`config.mk`:
```
export PLATFORM = sky130hd
export DESIGN_NAME = alarm_priority_queue_with_holdoff
export DESIGN_NICKNAME = d
export VERILOG_FILES = /design/src/rtl/core/apq_pkg.sv /design/src/rtl/core/alarm_priority_queue_with_holdoff.sv /design/src/rtl/core/apq_cell.sv
export SDC_FILE = /design/constraint.sdc
export NUM_CORES = 1
export LEC_CHECK = 0
export BUFFER_PORTS_ARGS = -buffer_cell sky130_fd_sc_hd__buf_2
export CORE_MARGIN = 2
export CORE_UTILIZATION = 47
export CTS_CLUSTER_SIZE = 24
export DETAILED_ROUTE_END_ITERATION = 8
export GPL_TIMING_DRIVEN = 1
export PLACE_DENSITY = 0.65
export SETUP_SLACK_MARGIN = 0.5
export SYNTH_ARGS = -nofsm -noshare
export SYNTH_HDL_FRONTEND = slang
export SYNTH_SLANG_ARGS = --single-unit
```
`constraint.sdc`:
```
create_clock -name clk_i -period 6.1 [get_ports clk_i]
set_input_delay 1.83 -clock clk_i [delete_from_list [all_inputs] [get_ports clk_i]]
set_output_delay 1.83 -clock clk_i [all_outputs]
set_load 0.01 [all_outputs]
```
`src/rtl/core/apq_pkg.sv`:
```
`timescale 1ns / 1ps
// ----------------------------------------------------------------------------
// Alarm queue package
// Shared types, status codes and operation codes for the alarm queue.
// ----------------------------------------------------------------------------
package apq_pkg;

  localparam logic [1:0] OP_UPDATE = 2'd0;
  localparam logic [1:0] OP_TICK   = 2'd1;
  localparam logic [1:0] OP_SERVE  = 2'd2;
  localparam logic [1:0] OP_DONE   = 2'd3;

  localparam logic [2:0] ST_CRITICAL    = 3'd0;
  localparam logic [2:0] ST_OFFLINE     = 3'd1;
  localparam logic [2:0] ST_DEGRADED    = 3'd2;
  localparam logic [2:0] ST_WARNING     = 3'd3;
  localparam logic [2:0] ST_OPERATIONAL = 3'd4;
  localparam logic [2:0] ST_UNKNOWN     = 3'd5;

  localparam logic [1:0] OUT_NONE     = 2'd0;
  localparam logic [1:0] OUT_FILTERED = 2'd1;
  localparam logic [1:0] OUT_HELD     = 2'd2;
  localparam logic [1:0] OUT_QUEUED   = 2'd3;

  localparam logic [2:0] REG_HOLDOFF  = 3'd0;
  localparam logic [2:0] REG_MUTED    = 3'd1;
  localparam logic [2:0] REG_EN_CRIT  = 3'd2;
  localparam logic [2:0] REG_EN_DEGR  = 3'd3;
  localparam logic [2:0] REG_EN_WARN  = 3'd4;
  localparam logic [2:0] REG_EN_OFFL  = 3'd5;
  localparam logic [2:0] REG_WATCHDOG = 3'd6;

  // One queue entry.
  typedef struct packed {
    logic [3:0] source;
    logic [2:0] status;
    logic [6:0] health;
  } entry_t;

  // Command broadcast from the controller to every cell.
  typedef struct packed {
    logic       ins;     // insert the new entry
    logic       pop;     // shift everything one place to the head
    logic       rm;      // remove the entry of new_entry.source
    entry_t     new_entry;
  } cell_cmd_t;

  // Classify a colour into a status code.
  function automatic logic [2:0] classify(input logic [7:0] r, input logic [7:0] g,
                                          input logic [7:0] b);
    logic [7:0] drg;
    logic [7:0] dgb;
    drg = (r > g) ? r - g : g - r;
    dgb = (g > b) ? g - b : b - g;
    if (g >= 8'd200 && r < 8'd80 && b < 8'd80) return ST_OPERATIONAL;
    if (r >= 8'd200 && g < 8'd80 && b < 8'd80) return ST_CRITICAL;
    if (r >= 8'd200 && g >= 8'd200 && b < 8'd80) return ST_WARNING;
    if (r >= 8'd200 && g >= 8'd100 && b < 8'd80) return ST_DEGRADED;
    if (drg < 8'd30 && dgb < 8'd30 && r >= 8'd80 && r <= 8'd180) return ST_OFFLINE;
    return ST_UNKNOWN;
  endfunction

endpackage

```
`src/rtl/core/alarm_priority_queue_with_holdoff.sv`:
```
`timescale 1ns / 1ps
// ----------------------------------------------------------------------------
// Alarm priority queue with holdoff
// Health updates are classified, filtered and held off per source; the
// survivors enter a sorted row of queue cells, served from the head.
//
// Usage: a request is taken when start is high and busy is low. Every
// request gives one result, shown for one cycle with done_o high. On
// acceptance the holdoff entry is read and the colour classified. For a
// queued health update, S_EXEC writes the table and runs a remove pass and
// S_INS then runs an insert pass; each pass shifts the cell chain one step.
// A new request can be taken at the edge that ends the done_o cycle.
// Results cannot be stalled.
// Configuration writes (cfg_we_i, cfg_idx_i, cfg_data_i) land at once and
// should only be made while idle. Reset clears the queue count, seen flags,
// busy state and time, and loads register defaults; no clearing pass runs.
// ----------------------------------------------------------------------------
module alarm_priority_queue_with_holdoff #(
  parameter int NUM_SOURCES = 16
) (
  input  logic        clk_i,
  input  logic        rst_ni,
  input  logic        start,
  output logic        busy,
  input  logic [1:0]  operation_i,
  input  logic [3:0]  source_i,
  input  logic [7:0]  red_i,
  input  logic [7:0]  green_i,
  input  logic [7:0]  blue_i,
  input  logic [6:0]  health_i,
  input  logic        cfg_we_i,
  input  logic [2:0]  cfg_idx_i,
  input  logic [31:0] cfg_data_i,
  output logic        done_o,
  output logic        alert_valid_o,
  output logic [3:0]  alert_source_o,
  output logic [2:0]  alert_status_o,
  output logic [6:0]  alert_health_o,
  output logic [1:0]  update_outcome_o,
  output logic [4:0]  queue_count_o,
  output logic        busy_res_o
);
  import apq_pkg::*;

  localparam int N  = (NUM_SOURCES < 16) ? NUM_SOURCES : 16;
  localparam int CW = $clog2(N + 1);

  localparam logic [1:0] S_IDLE = 2'd0;
  localparam logic [1:0] S_EXEC = 2'd1;
  localparam logic [1:0] S_INS  = 2'd2;

  // Configuration registers.
  logic [31:0] holdoff_q, watchdog_q;
  logic        muted_q, en_crit_q, en_degr_q, en_warn_q, en_offl_q;

  // Control state.
  logic [1:0]  state_q;
  logic [31:0] now_q, bticks_q;
  logic        bflag_q;
  logic [CW-1:0] count_q;
  logic [N-1:0]  seen_q;
  logic [N-1:0]  valid_v;

  // Latched request.
  logic [1:0] op_q;
  logic [3:0] src_q;
  logic [2:0] st_q;
  logic [6:0] hp_q;
  logic [31:0] lat_q;
  logic [2:0]  lap_q;
  logic        inrange_q;

  // Holdoff table.
  logic [31:0] last_time_m [N];
  logic [2:0]  last_prio_m [N];

  logic [$clog2(N)-1:0] sidx;
  assign sidx = source_i[$clog2(N)-1:0];

  logic accept;
  assign accept = start && (state_q == S_IDLE);
  assign busy = (state_q != S_IDLE);

  always_ff @(posedge clk_i) begin
    if (accept) begin
      lat_q <= last_time_m[sidx];
      lap_q <= last_prio_m[sidx];
    end
  end

  // Cell row.
  cell_cmd_t cmd;
  entry_t    entries [N];
  logic      shifts [N];
  logic      after [N];

  for (genvar i = 0; i < N; i++) begin : g_cell
    entry_t pe, ne;
    logic   pv, ps;
    assign pe = (i == 0) ? cmd.new_entry : entries[(i == 0) ? 0 : i-1];
    assign pv = (i == 0) ? 1'b0 : (!after[(i == 0) ? 0 : i-1] ? 1'b1 : 1'b0) &&
                valid_v[(i == 0) ? 0 : i-1];
    assign ps = (i == 0) ? 1'b0 : shifts[(i == 0) ? 0 : i-1];
    assign ne = (i == N-1) ? entries[i] : entries[(i == N-1) ? i : i+1];
    assign valid_v[i] = (CW'(i) < count_q);
    apq_cell u_cell (
      .clk_i        (clk_i),
      .cmd_i        (cmd),
      .prev_valid_i (pv),
      .prev_entry_i (pe),
      .prev_shift_i (ps),
      .next_entry_i (ne),
      .valid_i      (valid_v[i]),
      .entry_o      (entries[i]),
      .shift_o      (shifts[i]),
      .next_valid_o (after[i])
    );
  end

  // Decision logic for the latched request.
  logic enabled, hold, present;
  logic [31:0] elapsed;
  always_comb begin
    unique case (st_q)
      ST_CRITICAL: enabled = en_crit_q;
      ST_OFFLINE:  enabled = en_offl_q;
      ST_DEGRADED: enabled = en_degr_q;
      ST_WARNING:  enabled = en_warn_q;
      default:     enabled = 1'b0;
    endcase
    elapsed = now_q - lat_q;
    hold = seen_q[src_q[$clog2(N)-1:0]] && !(st_q < lap_q) && (elapsed < holdoff_q);
    present = shifts[N-1];
  end

  logic queue_it, pop_it;
  assign queue_it = (state_q == S_EXEC) && (op_q == OP_UPDATE) && inrange_q
                    && enabled && !hold;
  assign pop_it = (state_q == S_EXEC) && (op_q == OP_SERVE) && !bflag_q
                  && (count_q != '0) && !muted_q;

  always_comb begin
    cmd.new_entry.source = src_q;
    cmd.new_entry.status = st_q;
    cmd.new_entry.health = hp_q;
    cmd.pop = pop_it;
    cmd.rm  = queue_it;
    cmd.ins = (state_q == S_INS);
  end

  // Watchdog next value.
  logic [31:0] bt_inc;
  assign bt_inc = (bticks_q != 32'hFFFF_FFFF) ? bticks_q + 32'd1 : bticks_q;

  always_ff @(posedge clk_i or negedge rst_ni) begin
    if (!rst_ni) begin
      holdoff_q  <= 32'd15000;
      watchdog_q <= 32'd30000;
      muted_q    <= 1'b0;
      en_crit_q  <= 1'b1;
      en_degr_q  <= 1'b1;
      en_warn_q  <= 1'b0;
      en_offl_q  <= 1'b1;
      state_q    <= S_IDLE;
      now_q      <= '0;
      bticks_q   <= '0;
      bflag_q    <= 1'b0;
      count_q    <= '0;
      seen_q     <= '0;
      done_o     <= 1'b0;
      op_q       <= OP_TICK;
      inrange_q  <= 1'b0;
    end else begin
      if (cfg_we_i) begin
        unique case (cfg_idx_i)
          REG_HOLDOFF:  holdoff_q  <= cfg_data_i;
          REG_MUTED:    muted_q    <= cfg_data_i[0];
          REG_EN_CRIT:  en_crit_q  <= cfg_data_i[0];
          REG_EN_DEGR:  en_degr_q  <= cfg_data_i[0];
          REG_EN_WARN:  en_warn_q  <= cfg_data_i[0];
          REG_EN_OFFL:  en_offl_q  <= cfg_data_i[0];
          REG_WATCHDOG: watchdog_q <= cfg_data_i;
          default: ;
        endcase
      end
      done_o <= 1'b0;
      unique case (state_q)
        S_IDLE: begin
          if (accept) begin
            op_q      <= operation_i;
            inrange_q <= ({28'd0, source_i} < 32'(NUM_SOURCES));
            state_q   <= S_EXEC;
          end
        end
        S_EXEC: begin
          state_q <= S_IDLE;
          done_o  <= 1'b1;
          unique case (op_q)
            OP_UPDATE: begin
              if (queue_it) begin
                seen_q[src_q[$clog2(N)-1:0]] <= 1'b1;
                if (present) count_q <= count_q - CW'(1);
                state_q <= S_INS;
                done_o  <= 1'b0;
              end
            end
            OP_TICK: begin
              now_q <= now_q + 32'd1;
              if (bflag_q) begin
                if (bt_inc >= watchdog_q) begin
                  bflag_q  <= 1'b0;
                  bticks_q <= '0;
                end else begin
                  bticks_q <= bt_inc;
                end
              end
            end
            OP_SERVE: begin
              if (pop_it) begin
                count_q  <= count_q - CW'(1);
                bflag_q  <= 1'b1;
                bticks_q <= '0;
              end
            end
            default: begin
              bflag_q  <= 1'b0;
              bticks_q <= '0;
            end
          endcase
        end
        S_INS: begin
          count_q <= count_q + CW'(1);
          state_q <= S_IDLE;
          done_o  <= 1'b1;
        end
        default: state_q <= S_IDLE;
      endcase
    end
  end

  // Holdoff table write and request payload.
  always_ff @(posedge clk_i) begin
    if (accept) begin
      src_q <= source_i;
      st_q  <= classify(red_i, green_i, blue_i);
      hp_q  <= (health_i > 7'd100) ? 7'd100 : health_i;
    end
    if (queue_it) begin
      last_time_m[src_q[$clog2(N)-1:0]] <= now_q;
      last_prio_m[src_q[$clog2(N)-1:0]] <= st_q;
    end
  end

  // Result registers.
  logic       res_av_q;
  entry_t     res_e_q;
  logic [1:0] res_oc_q;
  always_ff @(posedge clk_i) begin
    if (state_q == S_EXEC) begin
      res_av_q <= pop_it;
      res_e_q  <= pop_it ? entries[0] : '0;
      if (op_q != OP_UPDATE || !inrange_q) res_oc_q <= OUT_NONE;
      else if (!enabled) res_oc_q <= OUT_FILTERED;
      else if (hold) res_oc_q <= OUT_HELD;
      else res_oc_q <= OUT_QUEUED;
    end
  end

  assign alert_valid_o    = res_av_q;
  assign alert_source_o   = res_e_q.source;
  assign alert_status_o   = res_e_q.status;
  assign alert_health_o   = res_e_q.health;
  assign update_outcome_o = res_oc_q;
  assign queue_count_o    = 5'(count_q);
  assign busy_res_o       = bflag_q;

endmodule

```
`src/rtl/core/apq_cell.sv`:
```
`timescale 1ns / 1ps
// ----------------------------------------------------------------------------
// Alarm queue cell
// One slot of the sorted queue. It looks at its neighbors and decides
// whether to keep, take the new entry, or shift from either side.
// ----------------------------------------------------------------------------
module apq_cell (
  input  logic              clk_i,
  input  apq_pkg::cell_cmd_t cmd_i,
  input  logic              prev_valid_i,
  input  apq_pkg::entry_t   prev_entry_i,
  input  logic              prev_shift_i,
  input  apq_pkg::entry_t   next_entry_i,
  input  logic              valid_i,
  output apq_pkg::entry_t   entry_o,
  output logic              shift_o,
  output logic              next_valid_o
);
  import apq_pkg::*;

  entry_t entry_q, entry_d;
  logic   here_after;

  // The new entry goes after this one if this one is equal or more urgent.
  assign here_after = valid_i && (entry_q.status <= cmd_i.new_entry.status)
                      && (entry_q.source != cmd_i.new_entry.source);

  // Shift state moving towards the tail: set once the removed source is passed.
  assign shift_o = prev_shift_i || (valid_i && entry_q.source == cmd_i.new_entry.source);

  always_comb begin
    entry_d = entry_q;
    if (cmd_i.pop) begin
      entry_d = next_entry_i;
    end else if (cmd_i.rm) begin
      if (shift_o) entry_d = next_entry_i;
    end else if (cmd_i.ins) begin
      if (!here_after) begin
        if (prev_valid_i) entry_d = prev_entry_i;
        else entry_d = cmd_i.new_entry;
      end
    end
  end

  assign next_valid_o = here_after;
  assign entry_o = entry_q;

  always_ff @(posedge clk_i) begin
    entry_q <= entry_d;
  end

endmodule

```
==> impl_results.md, run 1 <==
- Status: finished clean
- Max VDD drop: 0.2500 mV
- Worst endpoint required time: 6500 ps
- Number of remaining DRC errors: 0
- Crit path DAT: 5770 ps
- Syn-to-layout area delta: 14.89%
- # rows: 118
- Routed len/inst: 22.87 um
- DRT Pass-1 Iters: 6
- # IOs: 101
- Initial antenna violation count: 2
- Final count of hold timing violations: 0
- Port bufs: 100
- Grt met1 use: 33.46%
- Fin crit share: 88.12%
- Vias in the first global route: 29198
- TritonCTS clock tree: built
- First-pass GRT wire length: 180400 um
- Pins Over Slew Limit: 0
- # fillers: 8411
- Worst path max stage delay: 420 ps
- Core ar.: 0.1033 mm^2
- Relative slew slack: 28.32%
- Reg area: 0.02958 mm^2
- Ys async rst share: 15.92%
- Final Cell Area: 0.05611 mm^2
- GR Util met3: 4.038%
- Slew @ Worst Pin: 1075 ps
- Cell area after synthesis: 0.04884 mm^2
- H-tree depth: 3
- Startpoint types: flop
- GRT Resource Usage Total: 22.11%
- Hold_buf cts: 0
- Top cell type's share of synthesized area: 52.26%
- Synthesized area per cell: 13.79 um^2
- Seq/Total Area, Yosys: 60.56%
- Diode count: 0
- Vias/cell: 5.754
- Root Driver: clkbuf_16
- Worst path top cell family by delay: compound AO/OA/AOI/OAI gates
- GRT Max-Usage Layer: met1
- Most common cell on crit path: buf_4
- Max Clk Rate: 186.0 MHz
- Synth warn: 0
- Initial DRC Count: 2823
- Main synth FF type: edfxtp_1
- Setup-failing EPs final: 0
- Placer congestion estimate: 0.8208
- Critical path class: reg -> reg
- Synth top area cells: edfxtp_1, mux4_2, dfrtp_1
- Met2 track demand over resource: 33.08%
- Starting Density: 47.26%
- Multi-input logic area: 0.01801 mm^2
- Power per Cell Area: 367.5 mW/mm^2
- Max-Cap Viols: 0
- Leakage power: 22.71 nW
- Critical Path Slowest Stage Cell: dfrtp_1
- Synthesized flop and latch total: 1011
- Layout net count: 3992
- Clock Skews: 38.58 ps
- Max clock buf depth: 3
- Clock transition at path regs: 60 ps
- Synthesized instance count: 3541
- Setup_tns: 0 ps
- Share of cells above drive strength 1: 19.98%
- Tightest Hold Check Type: reg -> reg
- Top-count cell post-synth: edfxtp_1
- Die footprint: 0.1065 mm^2
- RSZ-0062 raised after global routing: false
- Worst skew pair latency: 710 ps
- Total grt overflow: 0
- Synthesized Nets: 3808
- Post-synth EDFFs: 850
- Largest area contributor in the netlist: edfxtp_1
- Die Span Y: 326.4 um
- Crit. End Element: flop
- Crit-path cells: ha_1 -> nor2b_1 -> o21a_1 -> o21ai_0 -> a21oi_1 -> or3_1 -> a22o_1 -> o41ai_2 -> xnor2_1 -> ha_1 -> nand4_1 -> a211oi_1 -> buf_4 -> nand3_1 -> o221ai_2 -> o31ai_2 -> a21o_2 -> buf_4 -> or3_1 -> buf_6 -> nor2_4 -> buf_4 -> buf_12
- Chip width: 326.4 um
- Antenna-violating nets left: 0
- Commonest cells in the netlist: edfxtp_1, a21oi_1, nor2_1
- Final wirelength: 118900 um
- Detail Placement HPWL: 79500 um
- Placed cell areas: 0.05206 mm^2
- Num CTS Buffers: 107
- Yosys cell types: 86
- Post-layout min period: 5375 ps
- Max Fanout on Critical Path: 11
- Pin count of the biggest net entering global routing: 100
- WP buf/inv: 5
- Via count: 29907
- Clock net sink count: 1011
-- sequential cells by signal, summed over array words and instances (netlist names), 2 cells and up --
register and count:
watchdog_q 32, op_q 2, last_prio_m 48, lat_q 32, src_q 4, seen_q 16, bticks_q 32, holdoff_q 32
queue_count_o 5, state_q 2, now_q 32, alert_source_o 4, update_outcome_o 2, st_q 3, lap_q 3, alert_health_o 7
alert_status_o 3, hp_q 7, last_time_m 512, g_cell.u_cell.entry_o 224
-- logic make-up after synthesis --
kind of cell    share of synthesized area, %
compound gates                         7.381
xor+xnor                               3.049
fa+ha+maj                              4.970
buf+inv                                3.113
flops                                  60.56
mux                                    13.83
simple gates                           7.106
-- power breakdown --
group / switching [mW] / internal, mW
Combinational: 2.93 / 2.10
Clock: 2.78 / 3.87
Sequential: 0.476 / 8.46
Total: 6.19 / 14.4
-- worst reg2reg max path, delay by kind of cell, from the launching register on --
family	cells	cell delay, ps
fa+ha+maj	2	620
flops	1	420
buf+inv	5	770
compound gates	9	1860
simple gates	6	1210
xor+xnor	1	180
-- path summary, 6_finish.rpt --
check / startpoint / end / slack [ps] / cells after the start
setup / recovery: now_q[1] / last_time_m[0][20] / 720 / 23
hold / removal: seen_q[8] / seen_q[8] / 450 / 1
setup reg to reg: now_q[1] / last_time_m[0][20] / 720 / 23
hold reg to reg: seen_q[8] / seen_q[8] / 450 / 1
max in group asynchronous: rst_ni / en_crit_q / 3770 / 2
min in group asynchronous: rst_ni / now_q[10] / 1210 / 1
-- area by class of cell --
class / instances / share of cell area (%)
Multi-Input combinational cell: 2150 / 32.09
Timing Repair Buffer: 256 / 4.335
Clock inverter: 72 / 1.420
Tap cell: 1380 / 3.077
Inverter: 199 / 1.331
Sequential cell: 1011 / 52.71
Clock buffer: 130 / 5.035
-- placed cells by master, fill, tap and decap left out, types with 23 or more instances in the layout --
master / synthesis / routed
buf_2: 48 / 96
xor2_1: 107 / 107
nand4_1: 32 / 32
buf_12: 0 / 42
a21o_1: 52 / 51
a31oi_1: 44 / 44
mux4_2: 181 / 181
and2_1: 32 / 26
inv_1: 197 / 196
edfxtp_1: 850 / 850
xnor2_1: 63 / 63
buf_4: 5 / 96
o21ai_0: 101 / 99
mux2_2: 61 / 61
nand2_1: 170 / 170
nand3_1: 44 / 44
dfrtp_1: 143 / 142
nor2_1: 285 / 275
mux2i_1: 192 / 192
clkbuf_16: 0 / 112
ha_1: 186 / 185
a21oi_1: 318 / 314
nor3_1: 26 / 23
-- per-layer routing --
layer	vias up	routed length (um)
met5	-	19
met4	2	2647
met3	176	8590
met2	1049	53030
met1	14985	54570
li1	13695	-
-- stage by stage --
stage | setup WS, ps | hold WS [ps] | utilization [%] | total power, mW | std cells
floorplan | 338.2 | 422.6 | - | 12.45 | 3541
global placement | 12.94 | 440.5 | 50.37 | 13.86 | 4976
detailed placement | 22.68 | 443.8 | 50.37 | 13.96 | 4976
CTS | 507.5 | 457.2 | 53.97 | 20.63 | 5182
global route | 458.3 | 476.8 | 54.29 | 21.57 | 5198
finish | 724.9 | 453.7 | 54.29 | 20.62 | 5198
-- what timing repair did --
| item | 4_1_cts | 5_1_grt |
|---|---|---|
| gates resized for setup | 9 | 32 |
| pin swaps | 4 | 12 |
| cloned | 1 | 6 |
| buffers inserted | 3 | 10 |
| endpoints found under the setup margin | 943 | 954 |
No activity file was read; power rests on OpenSTA's default activity.
==> run 2, diff against run 1 <==
--- a/config.mk
+++ b/config.mk
@@ -11,6 +11,7 @@
 export CTS_CLUSTER_SIZE = 24
 export DETAILED_ROUTE_END_ITERATION = 8
 export GPL_TIMING_DRIVEN = 1
+export MAX_ROUTING_LAYER = met4
 export PLACE_DENSITY = 0.65
 export SETUP_SLACK_MARGIN = 0.5
 export SYNTH_ARGS = -nofsm -noshare
==> impl_results.md, run 2 (synthesis gave the netlist of run 1 again) <==
- Status: finished clean
- Max FFs per register: 512
- Most frequent cells in the layout: edfxtp_1, a21oi_1, nor2_1, inv_1, mux2i_1
- Syn-to-layout area delta: 14.91%
- Leakage power: 22.71 nW
- Pins Over Slew Limit: 0
- Detail Placement HPWL: 79500 um
- Worst skew pair latency: 710 ps
- Antenna-violating nets left: 0
- Worst path max stage delay: 420 ps
- Max Clk Rate: 186.6 MHz
- Critical Path Slowest Stage Cell: dfrtp_1
- Clock net sink count: 1011
- Post-layout min period: 5360 ps
- Crit. End Element: flop
- Root Driver: clkbuf_16
- Total grt overflow: 0
- Max clock buf depth: 3
- Worst Hold End: seen_q[8]
- Clock Skews: 36.04 ps
- Share of cells above drive strength 1: 19.96%
- Fin crit share: 87.86%
- Commonest non-fill, non-tap cell in the layout: edfxtp_1
- Placer congestion estimate: 0.8331
- First-pass GRT wire length: 180500 um
- Initial antenna violation count: 2
- PnR Total Power: 20.62 mW
- H-tree depth: 3
- Slew @ Worst Pin: 1107 ps
- Number of remaining DRC errors: 0
- Layout net count: 3991
- Max Fanout on Critical Path: 18
- FF-to-FF path depth: 24
- Max VDD drop: 0.2493 mV
- Tightest Hold Check Type: reg -> reg
- Pre-CTS setup slack: 22.68 ps
- Num CTS Buffers: 107
- # IOs: 101
- Hold path start: seen_q[8]
- Routed len/inst: 22.95 um
- Pin count of the biggest net entering global routing: 100
- Relative slew slack: 26.21%
- Vias in the first global route: 29174
- Max-Cap Viols: 0
- TritonCTS clock tree: built
- Via count: 30123
- Port bufs: 100
- Clock transition at path regs: 60 ps
- Vias/cell: 5.795
- Flop-to-flop setup slack: 740 ps
- Starting Density: 47.26%
- Worst endpoint required time: 6510 ps
- Die Span Y: 326.4 um
- FF-to-FF End: g_cell[7].u_cell.entry_o[12]
- Initial DRC Count: 2973
- Final wirelength: 119300 um
- Setup-failing EPs final: 0
- Crit-path cells: ha_1 -> nor2b_1 -> o21a_1 -> o21ai_0 -> a21oi_1 -> or3_1 -> a22o_1 -> o41ai_2 -> xnor2_1 -> ha_1 -> nand4_1 -> a211oi_1 -> buf_4 -> nand3_1 -> o221ai_2 -> o31ai_2 -> buf_4 -> a21oi_2 -> buf_6 -> nor2_4 -> buf_12 -> buf_16 -> a32oi_4 -> buf_12
- Critical path class: reg -> reg
- Power per Cell Area: 367.4 mW/mm^2
- Crit path DAT: 5770 ps
- Chip width: 326.4 um
- GRT Resource Usage Total: 22.81%
- Final count of hold timing violations: 0
- Startpoint types: flop
- # rows: 118
- Die footprint: 0.1065 mm^2
- WP buf/inv: 6
- RSZ-0062 raised after global routing: true
- Hold-critical path depth: 1
- Setup_tns: 0 ps
- DRT Pass-1 Iters: 6
- Final WS setup: 740.3 ps
- Worst path top cell family by delay: compound AO/OA/AOI/OAI gates
- Hold WS: 457.0 ps
- Origin of the critical flop-to-flop path: now_q[1]
- Core ar.: 0.1033 mm^2
-- run 2: cell count changes in the layout (fill, tap and decap cells not counted), sizes merged --
cell,change
buf,-1
diode,+1
-- run 2: area by class of cell --
class	instances	area [um^2]
tap	1380	1727
clock inverter	72	797.0
fill	8411	47230
timing repair buffer	255	2441
antenna	1	2.502
inverter	199	747.0
clock buffer	130	2825
multi-input combinational	2150	18010
sequential	1011	29580
-- run 2: per-stage QoR --
step	instances	cell area (um^2)	utilization (%)
floorplan	3541	48970	-
global placement	4976	52060	50.37
detailed placement	4976	52060	50.37
CTS	5182	55780	53.97
global route	5198	56120	54.30
finish	5198	56120	54.30
-- run 2: worst reg2reg max path, cell delays in order (launching register included) --
cell      delay (ps)
dfrtp_1          420
ha_1             300
nor2b_1          130
o21a_1           170
o21ai_0          250
a21oi_1          160
or3_1            390
a22o_1           250
o41ai_2          270
xnor2_1          180
ha_1             320
nand4_1          110
a211oi_1         260
buf_4            170
nand3_1           90
o221ai_2         200
o31ai_2          100
buf_4            160
a21oi_2          170
buf_6            170
nor2_4            60
buf_12           160
buf_16           170
a32oi_4          250
buf_12           180
-- run 2: worst max path at each step --
stage	startpoint	end	slack [ps]	cells after the start
floorplan	now_q[0]	g_cell[14].u_cell.entry_o[0]	340	24
global placement	now_q[0]	g_cell[14].u_cell.entry_o[0]	10	22
detailed placement	now_q[0]	g_cell[14].u_cell.entry_o[0]	20	22
CTS	now_q[1]	g_cell[6].u_cell.entry_o[4]	510	23
global route	lat_q[1]	last_time_m[0][18]	460	24
finish	now_q[1]	g_cell[7].u_cell.entry_o[12]	740	24
-- run 2: repair_timing --
action,CTS,global route
gates resized for setup,9,32
setup buffers,3,8
gates cloned,1,7
pin swaps,4,12
hold buffers,0,0
setup endpoints to repair,943,955
-- run 2: power breakdown --
group	switching, mW	total, mW	internal, mW
Combinational	2.93	5.03	2.10
Clock	2.78	6.65	3.87
Sequential	0.475	8.94	8.46
-- run 2: routing by layer --
| metal | up-vias | wire, um | track usage (%) |
|---|---|---|---|
| met5 | - | 0 | - |
| met4 | 0 | 2574 | 5.684 |
| met3 | 188 | 9160 | 3.959 |
| met1 | 15061 | 54450 | 33.53 |
| met2 | 1168 | 53130 | 33.07 |
| li1 | 13706 | - | - |
